### config.mk
export PLATFORM = sky130hd
export DESIGN_NAME = chunked_transfer_decoder
export DESIGN_NICKNAME = d
export VERILOG_FILES = /design/src/rtl/cdec_pkg.sv /design/src/rtl/cdec_core.sv /design/src/rtl/chunked_transfer_decoder.sv
export VERILOG_INCLUDE_DIRS = /design/src /design/src/rtl
export SDC_FILE = /design/constraint.sdc
export NUM_CORES = 1
export LEC_CHECK = 0
export ABC_AREA = 1
export BUFFER_PORTS_ARGS = -buffer_cell sky130_fd_sc_hd__buf_2
export CAP_MARGIN = 20
export CELL_PAD_IN_SITES_DETAIL_PLACEMENT = 1
export CELL_PAD_IN_SITES_GLOBAL_PLACEMENT = 1
export CORE_UTILIZATION = 26
export DETAILED_ROUTE_END_ITERATION = 10
export PLACE_DENSITY_LB_ADDON = 0.1
export SLEW_MARGIN = 5
export SYNTH_ARGS = -nofsm -noshare
export SYNTH_HDL_FRONTEND = slang
export SYNTH_SLANG_ARGS = --single-unit
### constraint.sdc
create_clock -name clock -period 7.18 [get_ports clock]
set_clock_uncertainty 0.1 [all_clocks]
set_input_delay 1.436 -clock clock [delete_from_list [all_inputs] [get_ports clock]]
set_output_delay 1.436 -clock clock [all_outputs]
set_load 0.01 [all_outputs]
### src/rtl/chunked_transfer_decoder_defines.svh
// ----------------------------------------------------------------------------
// chunked transfer decoder assertion macros
// shared check forms for the decoder's concurrent assertions
// ----------------------------------------------------------------------------
`ifndef CHUNKED_TRANSFER_DECODER_DEFINES_SVH
`define CHUNKED_TRANSFER_DECODER_DEFINES_SVH

// same-cycle implication, disabled while in reset
`define CDEC_ASSERT_NOW(label, clk, rst, ante, cons) \
   label: assert property (@(posedge clk) disable iff (rst) (ante) |-> (cons)) \
      else $error("chunked transfer decoder check failed");

// next-cycle implication, disabled while in reset
`define CDEC_ASSERT_NEXT(label, clk, rst, ante, cons) \
   label: assert property (@(posedge clk) disable iff (rst) (ante) |=> (cons)) \
      else $error("chunked transfer decoder check failed");

`endif

### src/rtl/cdec_pkg.sv
// ----------------------------------------------------------------------------
// cdec_pkg
// shared types, codes and helpers of the chunked transfer decoder
// ----------------------------------------------------------------------------
package cdec_pkg;

   // default widths
   localparam int SIZE_BITS_DEF  = 24;
   localparam int COUNT_BITS_DEF = 32;

   // parser phase codes
   localparam int PHASE_BITS = 4;
   localparam logic [PHASE_BITS-1:0] PH_FIRST   = 4'd0;
   localparam logic [PHASE_BITS-1:0] PH_SIZE    = 4'd1;
   localparam logic [PHASE_BITS-1:0] PH_EXT     = 4'd2;
   localparam logic [PHASE_BITS-1:0] PH_LF      = 4'd3;
   localparam logic [PHASE_BITS-1:0] PH_DATA    = 4'd4;
   localparam logic [PHASE_BITS-1:0] PH_AFTER   = 4'd5;
   localparam logic [PHASE_BITS-1:0] PH_AFTERCR = 4'd6;
   localparam logic [PHASE_BITS-1:0] PH_DONE    = 4'd7;
   localparam logic [PHASE_BITS-1:0] PH_ERR     = 4'd8;

   // status codes
   localparam logic [1:0] ST_BUSY  = 2'd0;
   localparam logic [1:0] ST_DONE  = 2'd1;
   localparam logic [1:0] ST_ERROR = 2'd2;

   // line characters
   localparam logic [7:0] CH_CR = 8'h0d;
   localparam logic [7:0] CH_LF = 8'h0a;

   // one result item
   typedef struct packed {
      logic [7:0]  data_byte;
      logic        data_valid;
      logic [1:0]  status;
      logic [31:0] payload_count;
      logic        last;
   } rsp_type;

   // hex digit decode: {is digit, value}
   function automatic logic [4:0] hex_value(logic [7:0] c);
      logic [7:0] d;
      d = 8'h00;
      if (c inside {[8'h30:8'h39]}) begin
         d = c - 8'h30;
         return {1'b1, d[3:0]};
      end else if (c inside {[8'h61:8'h66]}) begin
         d = c - 8'h57;
         return {1'b1, d[3:0]};
      end else if (c inside {[8'h41:8'h46]}) begin
         d = c - 8'h37;
         return {1'b1, d[3:0]};
      end
      return 5'd0;
   endfunction

endpackage

### src/rtl/cdec_core.sv
// ----------------------------------------------------------------------------
// cdec_core
// per-message parser state and the combinational phase update for one byte
// ----------------------------------------------------------------------------
module cdec_core #(
   parameter int SIZE_BITS  = cdec_pkg::SIZE_BITS_DEF,
   parameter int COUNT_BITS = cdec_pkg::COUNT_BITS_DEF
) (
   input  logic              clock,
   input  logic              reset,
   input  logic              accept,
   input  logic [7:0]        in_byte,
   input  logic              message_end,
   output cdec_pkg::rsp_type result
);
   import cdec_pkg::*;

   logic [PHASE_BITS-1:0] phase_ff, phase_in;
   logic [SIZE_BITS-1:0]  remaining_ff, remaining_in;
   logic [COUNT_BITS-1:0] total_ff, total_in;

   logic [4:0]           hex;
   logic                 is_hex;
   logic [3:0]           digit;
   logic                 size_ovf;
   logic [SIZE_BITS-1:0] size_shifted;
   logic [SIZE_BITS-1:0] remaining_dec;
   logic                 pass_byte;
   logic [1:0]           status;

   // digit decode and size accumulate
   assign hex          = hex_value(in_byte);
   assign is_hex       = hex[4];
   assign digit        = hex[3:0];
   assign size_ovf     = (remaining_ff[SIZE_BITS-1 -: 4] != 4'd0);
   assign size_shifted = {remaining_ff[SIZE_BITS-5:0], digit};
   assign remaining_dec = (remaining_ff != '0) ? remaining_ff - SIZE_BITS'(1) : remaining_ff;

   // phase update for one byte
   always_comb begin
      phase_in     = phase_ff;
      remaining_in = remaining_ff;
      total_in     = total_ff;
      pass_byte    = 1'b0;
      case (phase_ff)
         PH_FIRST: begin
            if (is_hex) begin
               remaining_in = SIZE_BITS'(digit);
               phase_in     = PH_SIZE;
            end else begin
               phase_in = PH_ERR;
            end
         end
         PH_SIZE: begin
            if (is_hex) begin
               if (size_ovf) begin
                  phase_in = PH_ERR;
               end else begin
                  remaining_in = size_shifted;
               end
            end else if (in_byte == CH_CR) begin
               phase_in = PH_LF;
            end else begin
               phase_in = PH_EXT;
            end
         end
         PH_EXT: begin
            if (in_byte == CH_CR) phase_in = PH_LF;
         end
         PH_LF: begin
            phase_in = (remaining_ff == '0) ? PH_DONE : PH_DATA;
         end
         PH_DATA: begin
            pass_byte    = 1'b1;
            total_in     = (total_ff != '1) ? total_ff + COUNT_BITS'(1) : total_ff;
            remaining_in = remaining_dec;
            if (remaining_dec == '0) phase_in = PH_AFTER;
         end
         PH_AFTER: begin
            if (in_byte == CH_CR) begin
               phase_in = PH_AFTERCR;
            end else if (is_hex) begin
               remaining_in = SIZE_BITS'(digit);
               phase_in     = PH_SIZE;
            end else begin
               phase_in = PH_ERR;
            end
         end
         PH_AFTERCR: begin
            phase_in = (in_byte == CH_LF) ? PH_FIRST : PH_ERR;
         end
         PH_DONE: begin
            phase_in = PH_DONE;
         end
         default: begin
            phase_in = PH_ERR;
         end
      endcase
   end

   // outcome, final on the last byte of a message
   always_comb begin
      if (message_end) begin
         status = (phase_in inside {PH_DONE, PH_AFTER, PH_FIRST}) ? ST_DONE : ST_ERROR;
      end else if (phase_in == PH_DONE) begin
         status = ST_DONE;
      end else if (phase_in == PH_ERR) begin
         status = ST_ERROR;
      end else begin
         status = ST_BUSY;
      end
   end

   // result item for this byte
   always_comb begin
      result.data_byte     = pass_byte ? in_byte : 8'h00;
      result.data_valid    = pass_byte;
      result.status        = status;
      result.payload_count = 32'(total_in);
      result.last          = message_end;
   end

   // state registers, back to start after the last byte
   always_ff @(posedge clock) begin
      if (reset) begin
         phase_ff     <= PH_FIRST;
         remaining_ff <= '0;
         total_ff     <= '0;
      end else if (accept) begin
         if (message_end) begin
            phase_ff     <= PH_FIRST;
            remaining_ff <= '0;
            total_ff     <= '0;
         end else begin
            phase_ff     <= phase_in;
            remaining_ff <= remaining_in;
            total_ff     <= total_in;
         end
      end
   end

endmodule

### src/rtl/chunked_transfer_decoder.sv
// ----------------------------------------------------------------------------
// chunked_transfer_decoder
// the result of a taken byte goes to the output register, or to the skid register while rsp_ is stalled
// throughput: one byte per cycle while the skid is empty, set by the combinational phase update
// reset: synchronous; parser goes to expect first digit, output and skid empty
// ----------------------------------------------------------------------------
`include "chunked_transfer_decoder_defines.svh"

module chunked_transfer_decoder #(
   parameter int SIZE_BITS  = cdec_pkg::SIZE_BITS_DEF,
   parameter int COUNT_BITS = cdec_pkg::COUNT_BITS_DEF
) (
   input  logic        clock,
   input  logic        reset,
   input  logic        req_valid,
   output logic        req_ready,
   input  logic [7:0]  req_in_byte,
   input  logic        req_message_end,
   output logic        rsp_valid,
   input  logic        rsp_ready,
   output logic [7:0]  rsp_data_byte,
   output logic        rsp_data_valid,
   output logic [1:0]  rsp_status,
   output logic [31:0] rsp_payload_count,
   output logic        rsp_last
);
   import cdec_pkg::*;

   rsp_type result;
   rsp_type out_ff;
   rsp_type skid_ff;
   logic    out_valid_ff;
   logic    skid_valid_ff;
   logic    accept;
   logic    out_fire;

   assign req_ready = !skid_valid_ff;
   assign accept    = req_valid && req_ready;
   assign out_fire  = out_valid_ff && rsp_ready;

   // parser
   cdec_core #(
      .SIZE_BITS  (SIZE_BITS),
      .COUNT_BITS (COUNT_BITS)
   ) u_core (
      .clock       (clock),
      .reset       (reset),
      .accept      (accept),
      .in_byte     (req_in_byte),
      .message_end (req_message_end),
      .result      (result)
   );

   // output register with skid stage
   always_ff @(posedge clock) begin
      if (reset) begin
         out_valid_ff  <= 1'b0;
         skid_valid_ff <= 1'b0;
      end else if (skid_valid_ff) begin
         if (out_fire) begin
            skid_valid_ff <= 1'b0;
         end
      end else if (accept) begin
         if (!out_valid_ff || out_fire) begin
            out_valid_ff <= 1'b1;
         end else begin
            skid_valid_ff <= 1'b1;
         end
      end else if (out_fire) begin
         out_valid_ff <= 1'b0;
      end
   end

   // payload of output and skid
   always_ff @(posedge clock) begin
      if (skid_valid_ff) begin
         if (out_fire) out_ff <= skid_ff;
      end else if (accept) begin
         if (!out_valid_ff || out_fire) begin
            out_ff <= result;
         end else begin
            skid_ff <= result;
         end
      end
   end

   assign rsp_valid         = out_valid_ff;
   assign rsp_data_byte     = out_ff.data_byte;
   assign rsp_data_valid    = out_ff.data_valid;
   assign rsp_status        = out_ff.status;
   assign rsp_payload_count = out_ff.payload_count;
   assign rsp_last          = out_ff.last;

   // checks
   `CDEC_ASSERT_NOW(a_skid_behind_out, clock, reset, skid_valid_ff, out_valid_ff)
   `CDEC_ASSERT_NEXT(a_stall_fills_skid, clock, reset, accept && out_valid_ff && !rsp_ready, skid_valid_ff)
   `CDEC_ASSERT_NOW(a_data_in_progress, clock, reset, rsp_valid && rsp_data_valid && !rsp_last, rsp_status == ST_BUSY)
   `CDEC_ASSERT_NOW(a_status_legal, clock, reset, rsp_valid, rsp_status != 2'd3)

endmodule
==> impl_metrics.toml, run 1 <==
[clocking]
cts_buffer_depth = 2
cts.sinks = 150
clk_pin_slew_ps = 80
insertion_delay_ps = 440
post_cts_buffers = 0
cts.htree.levels = 4
cts_tree = "built"
hold_buffers = 0
clockRootBuffer = "clkbuf_16"
cts_resized = 0
cts_made_buffers = 17

[floorplanning]
fp-row-count = 64
coreArea_um2 = 30900
die-area_um2 = 32400
chipHeight_um = 180
start_util_pct = 26.7
die_x_um = 180
pin_count = 59

[logic_synthesis]
synth-seq-cells = 150
ys_warn_count = 0
synth_common_cells = "nand2_1, nor2_1, inv_1"
synth_cells = 1101
yosysTopAreaCell = "edfxtp_1"
synth_top_area_share_pct = 32.0
netlist_area_um2 = 8250
synth_edf_count = 88
syn_avg_cell_area_um2 = 7.49
seq_area_frac_synth_pct = 47.1
async_flop_share_pct = 0
ys_types = 39
synth_fp_nets = 1121
ys_dominant_reg_cell = "edfxtp_1"
yosysMostFrequentCell = "nand2_1"
synth.area.top_cells = "edfxtp_1, nand2_1, dfxtp_1"

[global_routing]
antenna_found_initial = 0
grt_start_max_net_pins = 65
grt_pass1_wl_um = 42800
track_usage_pct = 16.8
grt-ovfl-total = 0
grt_pass1_vias = 7445

[worst_setup_path]
cp_data_required_time_ps = 7360
cp.arrival_ps = 3470
end_kind = "register"
crit_fanout = 25
worstSetupStartpointType = "primary input"
crit_type = "primary input to register"

[finish]
final_core_utilization_pct = 31.2
syn_to_final_growth_pct = 16.8
multiInputGateArea_um2 = 3810
layout-drive-gt1-share_pct = 11.8
fin_cells = 1560
diodes = 0
fill_cells = 3797
fin_nets = 1171
final_cell_area_um2 = 9640
seq_area_um2 = 3880

[run_status]
status = "completed"

[placed_design]
place_worst_setup_slack_ps = 3380
gp_congestion = 0.830
io_buffers = 58
dp_cells = 1528
place_area_um2 = 8970
dp_hpwl_um = 19000

[drt]
vias = 7316
drc = 0
drt_wl_total_um = 26500
via_per_inst = 4.69
drt_first_pass_iters = 4
post_drt_wl_per_cell_um = 17.0
final_antenna_net_count = 0
drt_iter0_drc = 400

[sta]
tns_ps = 0
relSlewSlack_pct = 40.3
final_hold_viol_count = 0
fin_ws_ps = 3890
min_period_ps = 3290
finalSetupViolations = 0
tightest_slew_ps = 891
drv_slew = 0
rsz0062_at_grt = "false"
period_share_pct = 45.8
timing.fmax_mhz = 304

[power_and_ir_drop]
cellLeakagePower_nw = 3.95
pwr-share-comb_pct = 7.3
switching_power_w = 0.000527
p_int_w = 0.00159
p_per_area_nw_per_um2 = 220
seq_power_share_pct = 44.3
vdd_ir_drop_max_mv = 0.169
p_sw_share_pct = 24.9
power_frac_clock_pct = 48.4

[worst_hold_path]
hp-class = "register to register"

[run]
drv_cap = 0
[layout make-up]
class | instances | area share [%]
repair buffers | 68 | 4.00
well taps | 396 | 5.14
clock inverters | 11 | 1.64
multi-input cells | 808 | 39.5
flip-flops and latches | 150 | 40.3
inverters | 106 | 4.13
clock buffers | 21 | 5.23
[metrics by stage]
stage          power, W  hold slack, ps
2_1_floorplan   0.00106             358
3_3_place_gp    0.00112             380
3_5_place_dp    0.00112             380
4_1_cts         0.00215             399
5_1_grt         0.00221             438
6_report        0.00212             396
[path summary, 6_finish.rpt]
path	startpoint	endpoint	slack, ps	cells past startpoint
worst min-delay path	u_core.total_ff[27]	u_core.total_ff[27]	400	2
worst max-delay path	req_in_byte[0]	u_core.remaining_ff[1]	3890	14
worst min register to register	u_core.total_ff[27]	u_core.total_ff[27]	400	2
worst max register to register	u_core.remaining_ff[0]	rsp_status[1]	4100	17
[power groups by stage]
stage	Combinational, W	Clock, W	Sequential, W
6_report	0.000155	0.00103	0.000940
5_1_grt	0.000174	0.00109	0.000942
4_1_cts	0.000160	0.00105	0.000940
3_5_place_dp	0.000159	0	0.000959
3_3_place_gp	0.000158	0	0.000958
2_1_floorplan	0.0000865	0	0.000969
[cell usage in the layout, fill, tap and decap left out, types with 32 or more instances in the layout]
master    instances
a21oi_1          66
buf_2            58
dfxtp_1          61
edfxtp_1         88
inv_1            98
nand2_1         375
nand3_1          54
nor2_1          105
o21ai_0          60
xor2_1           32
[layer usage]
| layer | GRT usage (%) | routed length, um | share of wire (%) | vias up |
|---|---|---|---|---|
| li1 | - | - | - | 3718 |
| met1 | 24.2 | 13900 | 53 | 3488 |
| met2 | 26.3 | 11500 | 43 | 90 |
| met3 | 2.16 | 765 | 2.9 | 20 |
| met4 | 5.03 | 323 | 1.2 | 0 |
| met5 | 0 | 0 | 0 | - |
[cell families after synthesis]
family / share of synthesized area [%]
compound gates: 9.75
xor+xnor: 3.61
fa+ha+maj: 1.06
buf+inv: 6.89
flops: 47.1
simple gates: 31.6
[flip-flops by register name, summed over array words and instances, names as in the netlist]
| name | flops |
|---|---|
| skid_ff | 44 |
| rsp_payload_count | 32 |
| u_core.total_ff | 32 |
| u_core.remaining_ff | 24 |
| rsp_data_byte | 8 |
| u_core.phase_ff | 4 |
| rsp_status | 2 |
| rsp_data_valid | 1 |
| rsp_last | 1 |
| rsp_valid | 1 |
| skid_valid_ff | 1 |
[worst max-delay path, cell delays in order]
cell	delay, ps
buf_2	120
inv_1	160
ha_1	200
o21ai_0	80
nand2_1	60
nand4_1	200
nand2_1	220
nand2_1	70
nand2_1	60
nand2_1	100
nand2_1	90
nand2_2	330
a31oi_1	300
a211oi_1	60
Power figures use the tool's default switching activity.
==> run 2: changes to the inputs <==
==> constraint.sdc (replaced) <==
create_clock -name clock -period 3.1 [get_ports clock]
set_clock_uncertainty 0.1 [all_clocks]
set_input_delay 0.62 -clock clock [delete_from_list [all_inputs] [get_ports clock]]
set_output_delay 0.62 -clock clock [all_outputs]
set_load 0.01 [all_outputs]
==> impl_metrics.toml, run 2 (same netlist as run 1, synthesis figures left out) <==
[drt]
via_per_inst = 4.67
drc = 0
vias = 7365
drt_wl_total_um = 26900
drt_iter0_drc = 346
post_drt_wl_per_cell_um = 17.1
final_antenna_net_count = 0
drt_first_pass_iters = 4

[worst_hold_path]
hp-class = "register to register"

[run_status]
status = "completed"

[floorplanning]
coreArea_um2 = 30900
die_x_um = 180
pin_count = 59
fp-row-count = 64
chipHeight_um = 180
start_util_pct = 26.7
die-area_um2 = 32400

[run]
drv_cap = 0

[sta]
finalSetupViolations = 0
min_period_ps = 2840
hold_ws_ps = 394
tns_ps = 0
relSlewSlack_pct = 50.3
drv_slew = 0
period_share_pct = 91.7
rsz0062_at_grt = "false"
final_hold_viol_count = 0
timing.fmax_mhz = 352
tightest_slew_ps = 737

[clocking]
cts_tree = "built"
hold_buffers = 0
insertion_delay_ps = 440
clockRootBuffer = "clkbuf_16"
cts.htree.levels = 4
clk_pin_slew_ps = 60
cts.sinks = 150
cts_buffer_depth = 2
cts_made_buffers = 17

[finish]
top_register = "skid_ff"
final_cell_area_um2 = 9740
final_core_utilization_pct = 31.5
final_cell_mix = "nand2_1, nor2_1, inv_1"
largest_reg_flops = 44
diodes = 0
syn_to_final_growth_pct = 18.0
layout-drive-gt1-share_pct = 13.0
fill_cells = 3820
fin_nets = 1189
layout_commonest_cell = "nand2_1"

[power_and_ir_drop]
p_per_area_nw_per_um2 = 494
vdd_ir_drop_max_mv = 0.374
cellLeakagePower_nw = 4.03

[placed_design]
dp_hpwl_um = 20000
gp_congestion = 0.854
place_area_um2 = 9110
io_buffers = 58

[global_routing]
grt_pass1_wl_um = 43600
grt_start_max_net_pins = 40
track_usage_pct = 17.3
grt_pass1_vias = 7606
grt-ovfl-total = 0
antenna_found_initial = 0

[worst_setup_path]
crit_fanout = 5
end_kind = "register"
worstSetupStartpointType = "register"
cp.arrival_ps = 2920
crit_type = "register to register"
cp_data_required_time_ps = 3180
## run 2: changes by cell type in the layout (fill, tap and decap cells not counted), moves of 2 or more
cell       change
buf_4         +16
clkinv_2       +2
clkbuf_1       +2
buf_12         +2
clkbuf_16      -3
## run 2: where the power goes
part | internal, W | switching, W | leakage (nW)
clock network | 0.00135 | 0.000909 | 0.299
logic | 0.000111 | 0.000257 | 2.36
registers | 0.00216 | 0.0000201 | 1.37
## run 2: final cells by class
type / count / area, um2 / share of cell area [%]
clock inverters: 12 / 178 / 1.82
clock buffers: 20 / 437 / 4.48
inverters: 106 / 398 / 4.09
multi-input cells: 809 / 3830 / 39.3
well taps: 396 / 495 / 5.09
repair buffers: 85 / 518 / 5.32
flip-flops and latches: 150 / 3880 / 39.9
## run 2: metrics by stage
stage               std cells  power (W)  setup WS, ps
detailed placement       1545    0.00260           205
global placement         1545    0.00259           244
finish                   1578    0.00481           257
global route             1578    0.00499          9.83
CTS                      1577    0.00489           176
floorplan                1101    0.00244           381
## run 2: critical path, cell delays in order, from the launching register on
cell and delay [ps]:
dfxtp_1 360, nor2_1 300, nand2_1 180, nor2_2 350
nand2_1 100, nand2_1 70, nand2_1 70, nand2_2 70
nand2_1 70, nor2_2 150, nand2_1 70, nor2_1 160
nand2_1 140, nand2_2 100, nand2_2 50, nand3_2 100
nand2_2 60, nand2_1 50, nand2_1 50
## run 2: final timing paths
path,start,endpoint,slack (ps),depth (start not counted)
min,u_core.total_ff[1],u_core.total_ff[1],390,2
min reg2reg,u_core.total_ff[1],u_core.total_ff[1],390,2
max reg2reg,u_core.remaining_ff[3],rsp_status[1],260,18
max,u_core.remaining_ff[3],rsp_status[1],260,18
## run 2: layer usage
layer  share of wire, %  track usage (%)  wire (um)  vias to the layer above
met1                 54             25.3      14600                     3516
met2                 42             26.3      11400                       93
li1                   -                -          -                     3740
met5                  0                0          0                        -
met4                1.0             4.03        278                        0
met3                2.4             2.87        650                       16
## run 2: what timing repair did
item / 4_1_cts / 5_1_grt
setup endpoints to repair: 0 / 1
hold endpoints to repair: 0 / 0
setup buffers: 0 / 0
gates resized for setup: 0 / 3
==> run 3: changes to the inputs <==
--- a/config.mk
+++ b/config.mk
@@ -6,7 +6,7 @@
 export SDC_FILE = /design/constraint.sdc
 export NUM_CORES = 1
 export LEC_CHECK = 0
-export ABC_AREA = 1
+export ABC_AREA = 0
 export BUFFER_PORTS_ARGS = -buffer_cell sky130_fd_sc_hd__buf_2
 export CAP_MARGIN = 20
 export CELL_PAD_IN_SITES_DETAIL_PLACEMENT = 1
@@ -17,4 +17,5 @@
 export SLEW_MARGIN = 5
 export SYNTH_ARGS = -nofsm -noshare
 export SYNTH_HDL_FRONTEND = slang
+export SYNTH_HIERARCHICAL = 1
 export SYNTH_SLANG_ARGS = --single-unit
==> impl_metrics.toml, run 3 <==
[run_status]
status = "completed"

[logic_synthesis]
ys_warn_count = 6
seq_area_frac_synth_pct = 49.4
synth_top_area_share_pct = 33.6
ys_dominant_reg_cell = "edfxtp_1"
synth_cells = 754
ys_types = 81
synth-seq-cells = 150
syn_avg_cell_area_um2 = 10.4
async_flop_share_pct = 0
yosysTopAreaCell = "edfxtp_1"
netlist_area_um2 = 7860
yosysMostFrequentCell = "edfxtp_1"
synth_edf_count = 88
synth.area.top_cells = "edfxtp_1, dfxtp_1, mux2_2"
synth_common_cells = "edfxtp_1, dfxtp_1, nand2_1, nor2_1, mux2_2"
synth_fp_nets = 774

[sta]
drv_slew = 0
final_hold_viol_count = 0
tns_ps = 0
timing.fmax_mhz = 330
finalSetupViolations = 0
relSlewSlack_pct = 55.8
min_period_ps = 3030
period_share_pct = 97.7
fin_ws_ps = 70.4
tightest_slew_ps = 663

[global_routing]
grt_start_max_net_pins = 49
grt_pass1_vias = 6792
track_usage_pct = 15.7
grt-ovfl-total = 0
grt_pass1_wl_um = 37800
antenna_found_initial = 0

[worst_setup_path]
end_kind = "register"
cp_data_required_time_ps = 3170
reg2reg_depth = 10
crit_fanout = 6
crit_chain = "or2_2, or3_1, nor3_2, xor2_1, nor3_2, buf_4, a41o_1, buf_4, a211o_1, mux2_2"
r2r_start = "u_core/remaining_ff[12]"
crit_type = "register to register"
timing.rr.end = "rsp_status[0]"
crit_slowest_cell = "dfxtp_4"
cp.arrival_ps = 3100
worstSetupStartpointType = "register"
max_stage_delay_ps = 370
crit_buf_inv = 2
cp.depth = 10
critical_path.top_delay_family = "simple AND/OR/NAND/NOR gates"
ff2ff_setup_slack_ps = 70

[clocking]
clockRootBuffer = "clkbuf_16"
cts_tree = "built"
cts.htree.levels = 4
hold_buffers = 0
insertion_delay_ps = 430
clk_pin_slew_ps = 70
cts_buffer_depth = 2
cts.sinks = 150
cts_made_buffers = 17

[drt]
drt_first_pass_iters = 4
post_drt_wl_per_cell_um = 18.5
drt_iter0_drc = 237
drc = 0
via_per_inst = 4.97
final_antenna_net_count = 0
drt_wl_total_um = 23600
vias = 6343

[worst_hold_path]
worstHoldStart = "rsp_ready"
whs_endpoint = "skid_valid_ff"
hp-class = "primary input to register"
hold_depth = 2

[power_and_ir_drop]
cellLeakagePower_nw = 3.75
vdd_ir_drop_max_mv = 0.327
fin_total_pwr_w = 0.00461
p_per_area_nw_per_um2 = 472

[finish]
layout-drive-gt1-share_pct = 31.1
top_register = "skid_ff"
final_cell_mix = "buf_4, edfxtp_1, dfxtp_1"
final_core_utilization_pct = 32.9
fin_nets = 895
diodes = 0
largest_reg_flops = 44
layout_commonest_cell = "buf_4"
syn_to_final_growth_pct = 24.5

[run]
drv_cap = 0

[floorplanning]
pin_count = 59
die-area_um2 = 30900
fp-row-count = 63
chipHeight_um = 176
coreArea_um2 = 29700
start_util_pct = 26.4
die_x_um = 176

[placed_design]
gp_congestion = 0.816
dp_hpwl_um = 16700
io_buffers = 58
place_worst_setup_slack_ps = -200
[run 3: area by class of cell]
| class | count | area (um2) |
|---|---|---|
| Fill cell | 3310 | 19900 |
| Sequential cell | 150 | 3890 |
| Multi-Input combinational cell | 530 | 3710 |
| Timing Repair Buffer | 158 | 1070 |
| Tap cell | 390 | 488 |
| Clock buffer | 18 | 439 |
| Clock inverter | 13 | 116 |
| Inverter | 18 | 68.8 |
[run 3: power by group]
group / switching, W / leakage [nW] / total, W / internal, W
sequential: 0.0000182 / 1.34 / 0.00219 / 0.00218
clock: 0.000923 / 0.261 / 0.00199 / 0.00107
combinational: 0.000256 / 2.14 / 0.000427 / 0.000171
total: 0.00120 / 3.75 / 0.00461 / 0.00341
[run 3: metrics by stage]
stage	instance area, um2	hold WS (ps)	std cells
after floorplan	7860	362	754
after global placement	9130	383	1242
after detailed placement	9130	394	1242
after CTS	9700	276	1274
after global routing	9780	297	1277
final	9780	300	1277
[run 3: worst register-to-register path, cell delays in order (launching register included)]
cell and delay [ps]:
dfxtp_4 370, or2_2 310, or3_1 340, nor3_2 210, xor2_1 310, nor3_2 80, buf_4 140, a41o_1 230
buf_4 140, a211o_1 280, mux2_2 260
[run 3: kinds of logic after synthesis]
family	synth area share (%)
compound gates	15.4
xor+xnor	4.91
fa+ha+maj	1.11
buf+inv	4.20
flops	49.4
mux	6.96
simple gates	17.9
[run 3: worst max-delay path by stage]
| stage | to | slack, ps | startpoint |
|---|---|---|---|
| 4_1_cts | rsp_status[0] | 20 | u_core/remaining_ff[12] |
| 2_1_floorplan | rsp_status[0] | 100 | req_in_byte[0] |
| 3_3_place_gp | rsp_status[1] | -100 | u_core/remaining_ff[21] |
| 6_report | rsp_status[0] | 70 | u_core/remaining_ff[12] |
| 5_1_grt | rsp_status[0] | -10 | u_core/remaining_ff[12] |
| 3_5_place_dp | rsp_status[0] | -200 | req_in_byte[1] |
[run 3: what timing repair did]
| action | CTS | global route |
|---|---|---|
| setup endpoints to repair | 2 | 2 |
| pin swaps | 1 | 7 |
| gates resized for setup | 2 | 12 |
| setup buffers | 1 | 3 |
[run 3: routing by layer]
metal  wire length, um  part of all wire (%)  vias to the layer above  GRT usage [%]
met1             10700                    46                     3190           19.7
met5                 0                     0                        -              0
met2             12000                    51                       56           27.7
met3               479                   2.0                       24           2.47
met4               333                   1.4                        0           4.42
li1                  -                     -                     3073              -
